[src/design/kmmp_pkg.sv]
package kmmp_pkg;

    // Command queue between parser and result stage
    localparam int CmdDepth = 4;
    localparam int CmdPtrW  = $clog2(CmdDepth);

    // Result kinds
    localparam logic KIND_MOUSE = 1'b0;
    localparam logic KIND_KEY   = 1'b1;

    // Controller message codes
    localparam logic [7:0] CODE_RESET      = 8'h80;
    localparam logic [7:0] CODE_MOUSE      = 8'h00;
    localparam logic [7:0] CODE_BTN_DOWN   = 8'h86;
    localparam logic [7:0] CODE_BTN_UP     = 8'h06;
    localparam logic [3:0] DATE_NIBBLE     = 4'hE;
    localparam logic [2:0] DATE_LEN        = 3'd5;

    // Mouse packet header
    localparam logic [7:0] HDR_BASE        = 8'hF8;
    localparam logic [7:0] HDR_BUTTON      = 8'h02;

    // One parsed transaction handed to the result stage
    typedef struct packed {
        logic       is_key;
        logic       button;
        logic [7:0] dx;
        logic [7:0] dy;
        logic [7:0] code;
    } cmd_t;

    localparam logic [7:0] KEY_ROM [128] = '{
        8'h00, 8'h00, 8'h00, 8'h00, 8'h00, 8'h00, 8'h00, 8'h00,
        8'h00, 8'h00, 8'h00, 8'h00, 8'h00, 8'h00, 8'h00, 8'h00,
        8'h00, 8'h00, 8'h00, 8'h00, 8'h00, 8'h00, 8'h00, 8'h00,
        8'h00, 8'h00, 8'h00, 8'h00, 8'h00, 8'h00, 8'h00, 8'h00,
        8'h01, 8'h64, 8'h65, 8'h66, 8'h67, 8'h68, 8'h69, 8'h4a,
        8'h6a, 8'h6b, 8'h6c, 8'h4e, 8'h71, 8'h6e, 8'h6f, 8'h72,
        8'h00, 8'h00, 8'h00, 8'h00, 8'h00, 8'h00, 8'h00, 8'h00,
        8'h00, 8'h00, 8'h00, 8'h00, 8'h00, 8'h00, 8'h00, 8'h00,
        8'h0c, 8'h0d, 8'h53, 8'h60, 8'h19, 8'h0e, 8'h00, 8'h00,
        8'h1c, 8'h70, 8'h00, 8'h00, 8'h35, 8'h6d, 8'h00, 8'h00,
        8'h0a, 8'h0b, 8'h16, 8'h17, 8'h24, 8'h25, 8'h1a, 8'h1b,
        8'h32, 8'h26, 8'h27, 8'h28, 8'h39, 8'h33, 8'h34, 8'h18,
        8'h12, 8'h07, 8'h08, 8'h09, 8'h06, 8'h13, 8'h14, 8'h15,
        8'h01, 8'h21, 8'h22, 8'h23, 8'h2f, 8'h2e, 8'h30, 8'h31,
        8'h1e, 8'h03, 8'h04, 8'h05, 8'h02, 8'h10, 8'h1f, 8'h11,
        8'h0f, 8'h2c, 8'h2d, 8'h20, 8'h1d, 8'h3a, 8'h2a, 8'h38
    };

endpackage

[src/design/kmmp_front.sv]
module kmmp_front (
    input  logic              clk,
    input  logic              rst_n,
    input  logic              in_take,
    input  logic [7:0]        controller_byte,
    output logic              cmd_push,
    output kmmp_pkg::cmd_t    cmd_data
);
    import kmmp_pkg::*;

    localparam logic [2:0] PH_IDLE   = 3'd0;
    localparam logic [2:0] PH_RESET1 = 3'd1;
    localparam logic [2:0] PH_SKIP   = 3'd2;
    localparam logic [2:0] PH_DX     = 3'd3;
    localparam logic [2:0] PH_DY     = 3'd4;

    logic [2:0] phase_reg, phase_next;
    logic [2:0] skip_reg, skip_next;
    logic [7:0] dx_reg, dx_next;
    logic       button_reg, button_next;
    logic       emit;
    cmd_t       cmd;

    // Decode the incoming byte against the current message phase
    always_comb
    begin
        phase_next  = phase_reg;
        skip_next   = skip_reg;
        dx_next     = dx_reg;
        button_next = button_reg;
        emit        = 1'b0;
        cmd.is_key  = KIND_MOUSE;
        cmd.button  = button_reg;
        cmd.dx      = 8'd0;
        cmd.dy      = 8'd0;
        cmd.code    = controller_byte;
        unique case (phase_reg)
            PH_RESET1:
            begin
                if (controller_byte[7:4] == DATE_NIBBLE)
                begin
                    phase_next = PH_SKIP;
                    skip_next  = DATE_LEN;
                end
                else
                begin
                    phase_next = PH_IDLE;
                end
            end
            PH_SKIP:
            begin
                skip_next = skip_reg - 3'd1;
                if (skip_next == 3'd0)
                begin
                    phase_next = PH_IDLE;
                end
            end
            PH_DX:
            begin
                dx_next    = controller_byte;
                phase_next = PH_DY;
            end
            PH_DY:
            begin
                phase_next = PH_IDLE;
                emit       = 1'b1;
                cmd.dx     = dx_reg;
                cmd.dy     = controller_byte;
            end
            default:
            begin
                phase_next = PH_IDLE;
                priority if (controller_byte == CODE_RESET)
                begin
                    phase_next = PH_RESET1;
                end
                else if (controller_byte == CODE_MOUSE)
                begin
                    phase_next = PH_DX;
                end
                else if (controller_byte == CODE_BTN_DOWN)
                begin
                    button_next = 1'b1;
                    cmd.button  = 1'b1;
                    emit        = 1'b1;
                end
                else if (controller_byte == CODE_BTN_UP)
                begin
                    button_next = 1'b0;
                    cmd.button  = 1'b0;
                    emit        = 1'b1;
                end
                else
                begin
                    cmd.is_key = KIND_KEY;
                    emit       = 1'b1;
                end
            end
        endcase
    end

    // Advance parser state on each accepted byte
    always_ff @(posedge clk or negedge rst_n)
    begin
        if (!rst_n)
        begin
            phase_reg  <= PH_IDLE;
            skip_reg   <= 3'd0;
            dx_reg     <= 8'd0;
            button_reg <= 1'b0;
        end
        else if (in_take)
        begin
            phase_reg  <= phase_next;
            skip_reg   <= skip_next;
            dx_reg     <= dx_next;
            button_reg <= button_next;
        end
    end

    assign cmd_push = in_take & emit;
    assign cmd_data = cmd;

endmodule

[src/design/kmmp_cmd_fifo.sv]
module kmmp_cmd_fifo (
    input  logic              clk,
    input  logic              rst_n,
    input  logic              wr_en,
    input  kmmp_pkg::cmd_t    wr_data,
    input  logic              rd_en,
    output kmmp_pkg::cmd_t    rd_data,
    output logic              is_full,
    output logic              is_empty
);
    import kmmp_pkg::*;

    cmd_t               slot_reg [CmdDepth];
    logic [CmdPtrW-1:0] wr_ptr_reg, wr_ptr_next;
    logic [CmdPtrW-1:0] rd_ptr_reg, rd_ptr_next;
    logic [CmdPtrW:0]   count_reg, count_next;
    logic               do_wr;
    logic               do_rd;

    assign is_full  = (count_reg == CmdPtrW'(0) + (CmdPtrW+1)'(CmdDepth));
    assign is_empty = (count_reg == '0);
    assign do_wr    = wr_en & ~is_full;
    assign do_rd    = rd_en & ~is_empty;
    assign rd_data  = slot_reg[rd_ptr_reg];

    // Step pointers and occupancy
    always_comb
    begin
        wr_ptr_next = do_wr ? wr_ptr_reg + CmdPtrW'(1) : wr_ptr_reg;
        rd_ptr_next = do_rd ? rd_ptr_reg + CmdPtrW'(1) : rd_ptr_reg;
        count_next  = count_reg;
        if (do_wr && !do_rd)
        begin
            count_next = count_reg + (CmdPtrW+1)'(1);
        end
        else if (do_rd && !do_wr)
        begin
            count_next = count_reg - (CmdPtrW+1)'(1);
        end
    end

    always_ff @(posedge clk or negedge rst_n)
    begin
        if (!rst_n)
        begin
            wr_ptr_reg <= '0;
            rd_ptr_reg <= '0;
            count_reg  <= '0;
        end
        else
        begin
            wr_ptr_reg <= wr_ptr_next;
            rd_ptr_reg <= rd_ptr_next;
            count_reg  <= count_next;
        end
    end

    // Store the incoming transaction
    always_ff @(posedge clk)
    begin
        if (do_wr)
        begin
            slot_reg[wr_ptr_reg] <= wr_data;
        end
    end

endmodule

[src/design/kmmp_back.sv]
module kmmp_back (
    input  logic              clk,
    input  logic              rst_n,
    input  logic              cmd_valid,
    input  kmmp_pkg::cmd_t    cmd_data,
    output logic              cmd_take,
    input  logic              pop,
    output logic              empty,
    output logic              event_kind,
    output logic [7:0]        mouse_header,
    output logic signed [7:0] move_x,
    output logic signed [7:0] move_y,
    output logic [7:0]        key_byte
);
    import kmmp_pkg::*;

    logic              valid_reg;
    logic              kind_reg, kind_next;
    logic [7:0]        header_reg, header_next;
    logic signed [7:0] mx_reg, mx_next;
    logic signed [7:0] my_reg, my_next;
    logic [7:0]        key_reg, key_next;
    logic              load;

    // Refill the output register when it is free or being drained
    assign load     = cmd_valid & (~valid_reg | pop);
    assign cmd_take = load;

    // Build the result fields from the queued transaction
    always_comb
    begin
        kind_next   = cmd_data.is_key;
        header_next = 8'd0;
        mx_next     = 8'sd0;
        my_next     = 8'sd0;
        key_next    = 8'd0;
        if (cmd_data.is_key == KIND_KEY)
        begin
            key_next = KEY_ROM[cmd_data.code[6:0]] | {~cmd_data.code[7], 7'd0};
        end
        else
        begin
            header_next = cmd_data.button ? (HDR_BASE | HDR_BUTTON) : HDR_BASE;
            mx_next     = $signed(cmd_data.dx);
            my_next     = $signed(cmd_data.dy);
        end
    end

    always_ff @(posedge clk or negedge rst_n)
    begin
        if (!rst_n)
        begin
            valid_reg <= 1'b0;
        end
        else if (load)
        begin
            valid_reg <= 1'b1;
        end
        else if (pop)
        begin
            valid_reg <= 1'b0;
        end
    end

    // Hold the result payload until it is taken
    always_ff @(posedge clk)
    begin
        if (load)
        begin
            kind_reg   <= kind_next;
            header_reg <= header_next;
            mx_reg     <= mx_next;
            my_reg     <= my_next;
            key_reg    <= key_next;
        end
    end

    assign empty        = ~valid_reg;
    assign event_kind   = kind_reg;
    assign mouse_header = header_reg;
    assign move_x       = mx_reg;
    assign move_y       = my_reg;
    assign key_byte     = key_reg;

endmodule

[src/design/keyboard_mouse_message_parser_top.sv]
// Decodes the byte stream of a keyboard/mouse controller into mouse packets
// and translated key bytes. One controller byte is accepted per clock cycle
// while full is low; bytes that only continue a message (reset follow-on,
// skipped date bytes, dx) produce no result, while the dy byte, a button code
// or a key code produces exactly one. A result is written into the four-entry
// command queue when its byte is accepted and moves from there into the output
// register, and is held back in the queue only while the output register still
// holds an older result that the consumer has not taken. Sustained rate is one
// byte per cycle while full is low; full rises only when the queue holds four
// results behind one in the output register that the consumer has not taken.
module keyboard_mouse_message_parser_top (
    input  logic              clk,
    input  logic              rst_n,
    input  logic              push,
    output logic              full,
    input  logic [7:0]        controller_byte,
    output logic              empty,
    input  logic              pop,
    output logic              event_kind,
    output logic [7:0]        mouse_header,
    output logic signed [7:0] move_x,
    output logic signed [7:0] move_y,
    output logic [7:0]        key_byte
);
    import kmmp_pkg::*;

    logic in_take;
    logic cmd_push;
    cmd_t cmd_in;
    cmd_t cmd_out;
    logic q_full;
    logic q_empty;
    logic cmd_take;

    assign full    = q_full;
    assign in_take = push & ~q_full;

    // Parse incoming bytes
    kmmp_front u_front (
        .clk             (clk),
        .rst_n           (rst_n),
        .in_take         (in_take),
        .controller_byte (controller_byte),
        .cmd_push        (cmd_push),
        .cmd_data        (cmd_in)
    );

    // Decouple parser from result stage
    kmmp_cmd_fifo u_fifo (
        .clk      (clk),
        .rst_n    (rst_n),
        .wr_en    (cmd_push),
        .wr_data  (cmd_in),
        .rd_en    (cmd_take),
        .rd_data  (cmd_out),
        .is_full  (q_full),
        .is_empty (q_empty)
    );

    // Translate and present results
    kmmp_back u_back (
        .clk          (clk),
        .rst_n        (rst_n),
        .cmd_valid    (~q_empty),
        .cmd_data     (cmd_out),
        .cmd_take     (cmd_take),
        .pop          (pop),
        .empty        (empty),
        .event_kind   (event_kind),
        .mouse_header (mouse_header),
        .move_x       (move_x),
        .move_y       (move_y),
        .key_byte     (key_byte)
    );

endmodule
[config.mk]
export PLATFORM = sky130hd
export DESIGN_NAME = keyboard_mouse_message_parser_top
export DESIGN_NICKNAME = d
export VERILOG_FILES = /design/src/design/kmmp_pkg.sv /design/src/design/kmmp_front.sv /design/src/design/kmmp_cmd_fifo.sv /design/src/design/kmmp_back.sv /design/src/design/keyboard_mouse_message_parser_top.sv
export SDC_FILE = /design/constraint.sdc
export NUM_CORES = 1
export LEC_CHECK = 0
export BUFFER_PORTS_ARGS = -buffer_cell sky130_fd_sc_hd__buf_4
export CORE_MARGIN = 2
export CORE_UTILIZATION = 60
export DETAILED_ROUTE_END_ITERATION = 10
export GPL_ROUTABILITY_DRIVEN = 0
export GPL_TIMING_DRIVEN = 0
export HOLD_SLACK_MARGIN = 0.1
export PLACE_DENSITY = 0.79
export SYNTH_ARGS = -nofsm -noshare
export SYNTH_HDL_FRONTEND = slang
export SYNTH_SLANG_ARGS = --single-unit
export TNS_END_PERCENT = 20
[constraint.sdc]
create_clock -name clk -period 4.5 [get_ports clk]
set_clock_uncertainty 0.05 [all_clocks]
set_input_delay 0.9 -clock clk [delete_from_list [all_inputs] [get_ports clk]]
set_output_delay 0.9 -clock clk [all_outputs]
set_load 0.01 [all_outputs]
Word level (Yosys, flattened, before mapping)
Memory sizes are Yosys's and may differ from the RTL's.
Cells that the tools add are included.
- $add $sub $neg: 5
- $lt $le $gt $ge: 1
- equal/unequal tests: 11
- multiplexer cells: 27
- bitwise gates (word level): 15
- reductions and logical operators: 16
- operators by type and width (cell ; number):
    == test 8 bit (second input constant) ; 2
    two-way mux 16 bit ; 1
    two-way mux 8 bit ; 2
    two-way mux 3 bit ; 5
    two-way mux 2 bit ; 6
    case mux 3 bit (4 select lines) ; 1
    two-way mux 1 bit ; 10
    == test 8 x 3 -> 1 bit (second input constant) ; 1
    >= comparator 8 bit (second input constant) ; 1
    logical NOT 8 bit ; 1
    inverter 7 -> 8 bit ; 1
    bitwise OR 8 bit ; 1
    inverter 1 bit ; 7
    == test 3 x 2 -> 1 bit (second input constant) ; 2
    == test 3 bit (second input constant) ; 2
    logical NOT 3 bit ; 2
    case mux 3 bit (2 select lines) ; 1
    nonzero test 2 bit ; 3
    subtractor 3 x 1 -> 3 bit (second input constant) ; 2
    AND 1 bit ; 5
    adder 2 x 1 -> 2 bit (second input constant) ; 2
    == test 4 bit (second input constant) ; 1
    inequality test 2 x 1 -> 1 bit (second input constant) ; 2
    AND reduction 2 bit ; 2
    other kinds (10) ; 12
- register bits: 56
- memory bits (writable): 104
- bits in read-only memories: 1024
- input bits: 12
- output and inout port bits: 35
- word-level logic and storage cells: 90
- memories kept: 2
- memories (name ; words ; bits a word ; read ports ; clocked after Yosys merged registers in ; write ports ; RTL line ; source):
    (name not given) ; 128 ; 8 ; 1 ; 0 ; 0 ; kmmp_back.sv:39 ; key_next = KEY_ROM[cmd_data.code[6:0]] | {~cmd_data.code[7], 7'd0};
    u_fifo.slot_reg ; 4 ; 26 ; 1 ; 0 ; 1 ; kmmp_cmd_fifo.sv:13 ; cmd_t slot_reg [CmdDepth];

Logic depth before layout (Yosys ltp)
- depth in word-level cells: 10
- depth in mapped cells: 11

Modules after synthesis
From an unflattened synthesis, not the netlist that was laid out.
- cell total of the unflattened synthesis: 466
- area total of the unflattened synthesis: 7153.1 um^2
- by module, submodules not included (module ; times used ; cells an instance ; area each (um^2) ; sequential area each (um^2)):
    kmmp_cmd_fifo ; 1 ; 172 ; 4230.3 ; 3298.2
    kmmp_back ; 1 ; 197 ; 1965.6 ; 835.8
    kmmp_front ; 1 ; 95 ; 939.7 ; 375.4
    keyboard_mouse_message_parser_top ; 1 ; 2 ; 17.5 ; 0.0

Worst setup path before layout
Ideal clock, no wire load.
- path type: input to register
- start point: in pop
- end point: reg u_fifo.count_reg[1]
- library setup time: 0.125 ns
- arrival: 3.533 ns
- required time: 4.325 ns
- slack: 0.792 ns
- stages on the path: 7
- buffers on the path: 0
- cell sequence: inv_1 > a21oi_1 > inv_1 > ha_1 > inv_1 > fa_1 > mux2_2
- cells in the longest elaborated chain, start to end: 6
- ends and longest elaborated chain (element ; RTL line ; source):
    start: declaration ; keyboard_mouse_message_parser_top.sv:18 ; input logic pop,
    bitwise OR 1 bit ; kmmp_back.sv:26 ; assign load = cmd_valid & (~valid_reg | pop);
    AND 1 bit ; kmmp_back.sv:26 ;
    via cmd_take ; keyboard_mouse_message_parser_top.sv:33 ; logic cmd_take;
    AND 1 bit ; kmmp_cmd_fifo.sv:23 ; assign do_rd = rd_en & ~is_empty;
    logical NOT 1 bit ; kmmp_cmd_fifo.sv:32 ; if (do_wr && !do_rd)
    logical AND 1 bit ; kmmp_cmd_fifo.sv:32 ;
    two-way mux 3 bit ; kmmp_cmd_fifo.sv:32 ;
    via u_fifo.count_next[1] ; kmmp_cmd_fifo.sv:16 ; logic [CmdPtrW:0] count_reg, count_next;
    end signal: assignment ; kmmp_cmd_fifo.sv:54 ; count_reg <= count_next;
    end: declaration ; kmmp_cmd_fifo.sv:16 ;
The timed path passes the listed nets, and every way through them passes these cells.
A chain may end at the register's enable or synchronous reset.

Worst setup path after layout
- start point: reg u_fifo.rd_ptr_reg[0]
- end point: reg u_back.key_reg[1] (netlist: u_back.key_byte[1]), data pin
- cells in the longest elaborated chain, start to end: 6
- ends and longest elaborated chain (element ; RTL line ; source):
    start: declaration ; kmmp_cmd_fifo.sv:15 ; logic [CmdPtrW-1:0] rd_ptr_reg, rd_ptr_next;
    start signal: assignment ; kmmp_cmd_fifo.sv:53 ; rd_ptr_reg <= rd_ptr_next;
    memory read (4 x 26 bit) (*) ; - ;
    inverter 7 -> 8 bit (not written as such) ; kmmp_back.sv:39 ;
    memory read (128 x 8 bit) ; - ;
    two-way mux 8 bit (not written as such) (2 in a row) ; kmmp_back.sv:39 ;
    bitwise OR 8 bit ; kmmp_back.sv:39 ;
    end signal: assignment ; kmmp_back.sv:74 ; key_reg <= key_next;
    end: declaration ; kmmp_back.sv:22 ; logic [7:0] key_reg, key_next;
Mark *: on every way between the ends. The rest lies on a longest branch, timed or not. The select of a mux whose other input is x is not followed.

==> impl_results.md <==
- Final instance area: 0.008152 sq mm
- Worst EP arrival: 3.62 ns
- Synth cell count leaders: edfxtp_1, mux4_2, dfrtp_1, nand2_1, nor2b_1
- DRC errors left: 0
- Crit path to: u_back.key_byte[1]
- Die Y: 112.4 microns
- Std cell rows: 39
- Largest net degree at the start of global routing: 27
- Routed Antenna Nets: 0
- Number of gates resized after cts: 0
- Syn avg cell area: 15.25 sq um
- Comb pwr share: 42.9%
- Worst Setup End Kind: register
- Total Routing Usage GR: 23.62%
- WL final: 14,150 microns
- CP max FO: 14
- Root Driver: clkbuf_16
- Die X: 112.4 microns
- DRC marker count from the first detailed-route iteration: 337
- Reg-to-reg endpoint: u_back.key_byte[1]
- Fmax: 0.2914 GHz
- Final hold vios: 0
- Vias in the first global route: 4,300
- DR WL/cell: 20.71 microns
- Leakage power total: 3.107 nW
- CTS tree: built
- #FFs+latches synth: 154
- Critical Path Source: u_fifo.rd_ptr_reg[0]
- Top-count cell post-synth: edfxtp_1
- Post-detail-place hpwl: 8958 microns
- Worst path cell trace: buf_6 -> mux4_2 -> buf_2 -> inv_1 -> ha_1 -> clkbuf_1 -> inv_1 -> a21o_1 -> a221oi_1 -> a21oi_1 -> o211ai_1
- Final setup fails: 0
- Vias: 4,293
- Fin crit period: 3.432 ns
- FF-to-FF setup slack: 1.07 ns
- Max-slew headroom: 8.951%
- H-tree levels: 4
- Die area: 0.01262 sq mm
- CTS Sinks: 154
- Largest register FFs: 104
- Setup tns final: 0 ns
- Skew-Pair Late Insertion Delay: 0.41 ns
- Cell count after synthesis: 462
- Post-synth EDFFs: 131
- Worst VDD drop: 0.5447 mV
- Asr flop ratio synth: 14.94%
- Area Growth Syn to Fin: 15.72%
- I/O Buffers: 44
- Critical path depth in cells: 11
- Int Pwr: 3.836 mW
- Synth Flop Type: edfxtp_1
- Hold-fix buffers, CTS: 0
- Total grt overflow: 0
- 1st-pass router iterations: 7
- Core area: 0.01142 sq mm
- Area after DPL: 0.007596 sq mm
- Top delay family on crit path: buffers and inverters
- Cell accounting for the most synthesized area: edfxtp_1
- Share of cells above drive strength 1: 27.59%
- Layout filler cell count: 723
- Req. time, crit path: 4.69 ns
- Ant. Diodes: 0
- CP bufs+invs: 5
- Clock transition at the registers of the reported paths: 0.06 ns
- FF-to-FF path depth: 11
- Fin Hold WS: 0.3294 ns
- Synth warn: 0
- Critical-path top delay cell: mux4_2
- Most used cell, CP: inv_1
- Routed vias/inst: 6.286
- Switching pwr: 2.161 mW
- Net Sw Frac: 36.04%
- IO Count: 47
- Worst Tran Pin Value: 1.366 ns
- First-pass GRT wire length: 22,530 microns
- Max-slew violation count: 0
- Synth top area share: 55.84%
- # Max-Cap Violations: 0
- CTS Buffer Depth: 2
- Post-CTS Setup Inserts: 0
- Initial antenna violation count: 0
- Synth top area cells: edfxtp_1, dfrtp_1, mux4_2, ha_1, mux2_2
- Register area share after synthesis: 64.01%
- Final Util: 71.39%
- Final nets: 557
- Power Dens Cells: 735.7 mW/mm^2
- Synth Cell Area: 0.007044 sq mm
- TritonCTS buffer count: 17
- RSZ-0062 raised after global routing: false
- Starting density of the core: 61.69%
- Distinct cells, synth: 61
- Outcome: finished clean
- WS Path Type: register to register
- Worst r2r src: u_fifo.rd_ptr_reg[0]
- Critical Path Max Stage Delay: 0.53 ns
- Multi-input gate area: 0.002316 sq mm
- Tightest Hold Check Type: primary input to async pin
- Critical Path Start Type: register
- Sequential share of power: 35.2%
- Sequential cell area: 0.004509 sq mm
- Clock power share: 21.9%
- Period utilization: 76.26%
==> worst register-to-register path: cells and delay by family (launching register included) <==
kind,cells,cell delay (ns)
mux,1,0.53
fa+ha+maj,1,0.19
buf+inv,5,1.32
compound gates,4,0.78
flops,1,0.40
==> stage by stage <==
step	setup slack (ns)	std cells	power (mW)
after floorplan	0.7924	463	3.898
after global placement	-0.2823	650	4.562
after detailed placement	0.9729	651	4.661
after CTS	1.119	683	5.992
after global routing	0.8393	683	6.319
final	1.068	683	5.997
==> cell usage in the layout (no fill, tap or decap), types with 4 or more instances in the layout <==
master / n
a21oi_1: 10
and2_1: 4
and3_1: 16
buf_2: 7
buf_4: 55
clkbuf_1: 10
clkbuf_16: 17
clkinv_1: 4
clkinvlp_4: 6
dfrtp_1: 23
edfxtp_1: 131
ha_1: 17
inv_1: 15
mux2_2: 16
mux2i_1: 11
mux4_2: 25
nand2_1: 23
nand2b_1: 5
nand3_1: 5
nor2_1: 11
nor2b_1: 21
nor3_1: 8
nor3b_1: 4
o2111ai_1: 4
o211ai_1: 6
o21ai_0: 8
o21ai_1: 6
o31ai_1: 5
xnor2_1: 5
xor2_1: 5
==> cell type report <==
class | instances | area share (%)
tap | 143 | 2.195
clock buffer | 17 | 5.219
multi-input combinational | 261 | 28.41
clock inverter | 15 | 1.550
timing repair buffer | 45 | 4.390
buffer | 31 | 2.134
sequential | 154 | 55.32
inverter | 17 | 0.7828
==> power by group through the flow <==
stage | combinational, mW | sequential, mW | clock, mW
2_1_floorplan | 1.73 | 2.17 | 0
3_3_place_gp | 2.44 | 2.12 | 0
3_5_place_dp | 2.52 | 2.14 | 0
4_1_cts | 2.55 | 2.12 | 1.32
5_1_grt | 2.79 | 2.14 | 1.39
6_report | 2.57 | 2.11 | 1.31
==> worst min-delay path by stage <==
stage / start / to / slack (ns) / cells after the start
after floorplan: u_front.skip_reg[1] / u_front.skip_reg[1] / 0.40 / 2
after global placement: u_front.skip_reg[1] / u_front.skip_reg[1] / 0.42 / 2
after CTS: rst_n / u_fifo.count_reg[1] / 0.32 / 1
after detailed placement: u_fifo.count_reg[2] / u_fifo.count_reg[2] / 0.44 / 1
final: rst_n / u_fifo.count_reg[1] / 0.33 / 1
after global routing: rst_n / u_fifo.count_reg[1] / 0.34 / 1
==> cells by family (layout without fill, tap and decap cells) <==
kind of cell | count (synthesis) | in the layout | share of synthesized area [%]
DFF | 154 | 154 | 64.01
and+or+nand+nor | 108 | 108 | 8.544
AOI/OAI and AO/OA | 70 | 70 | 7.140
muxes | 53 | 53 | 12.33
buffers and inverters | 48 | 125 | 3.375
adders and majority gates | 18 | 18 | 3.304
xor gates and xnor gates | 10 | 10 | 1.243
other | 1 | 2 | 0.05323
==> layer usage <==
metal / vias up / wire [microns] / GRT usage, %
met2: 219 / 7155 / 37.91
met5: - / 0 / 0
li1: 1898 / - / -
met4: 0 / 338 / 10.73
met3: 30 / 1012 / 4.050
met1: 2146 / 5638 / 32.27
No activity file was read; power rests on OpenSTA's default activity.
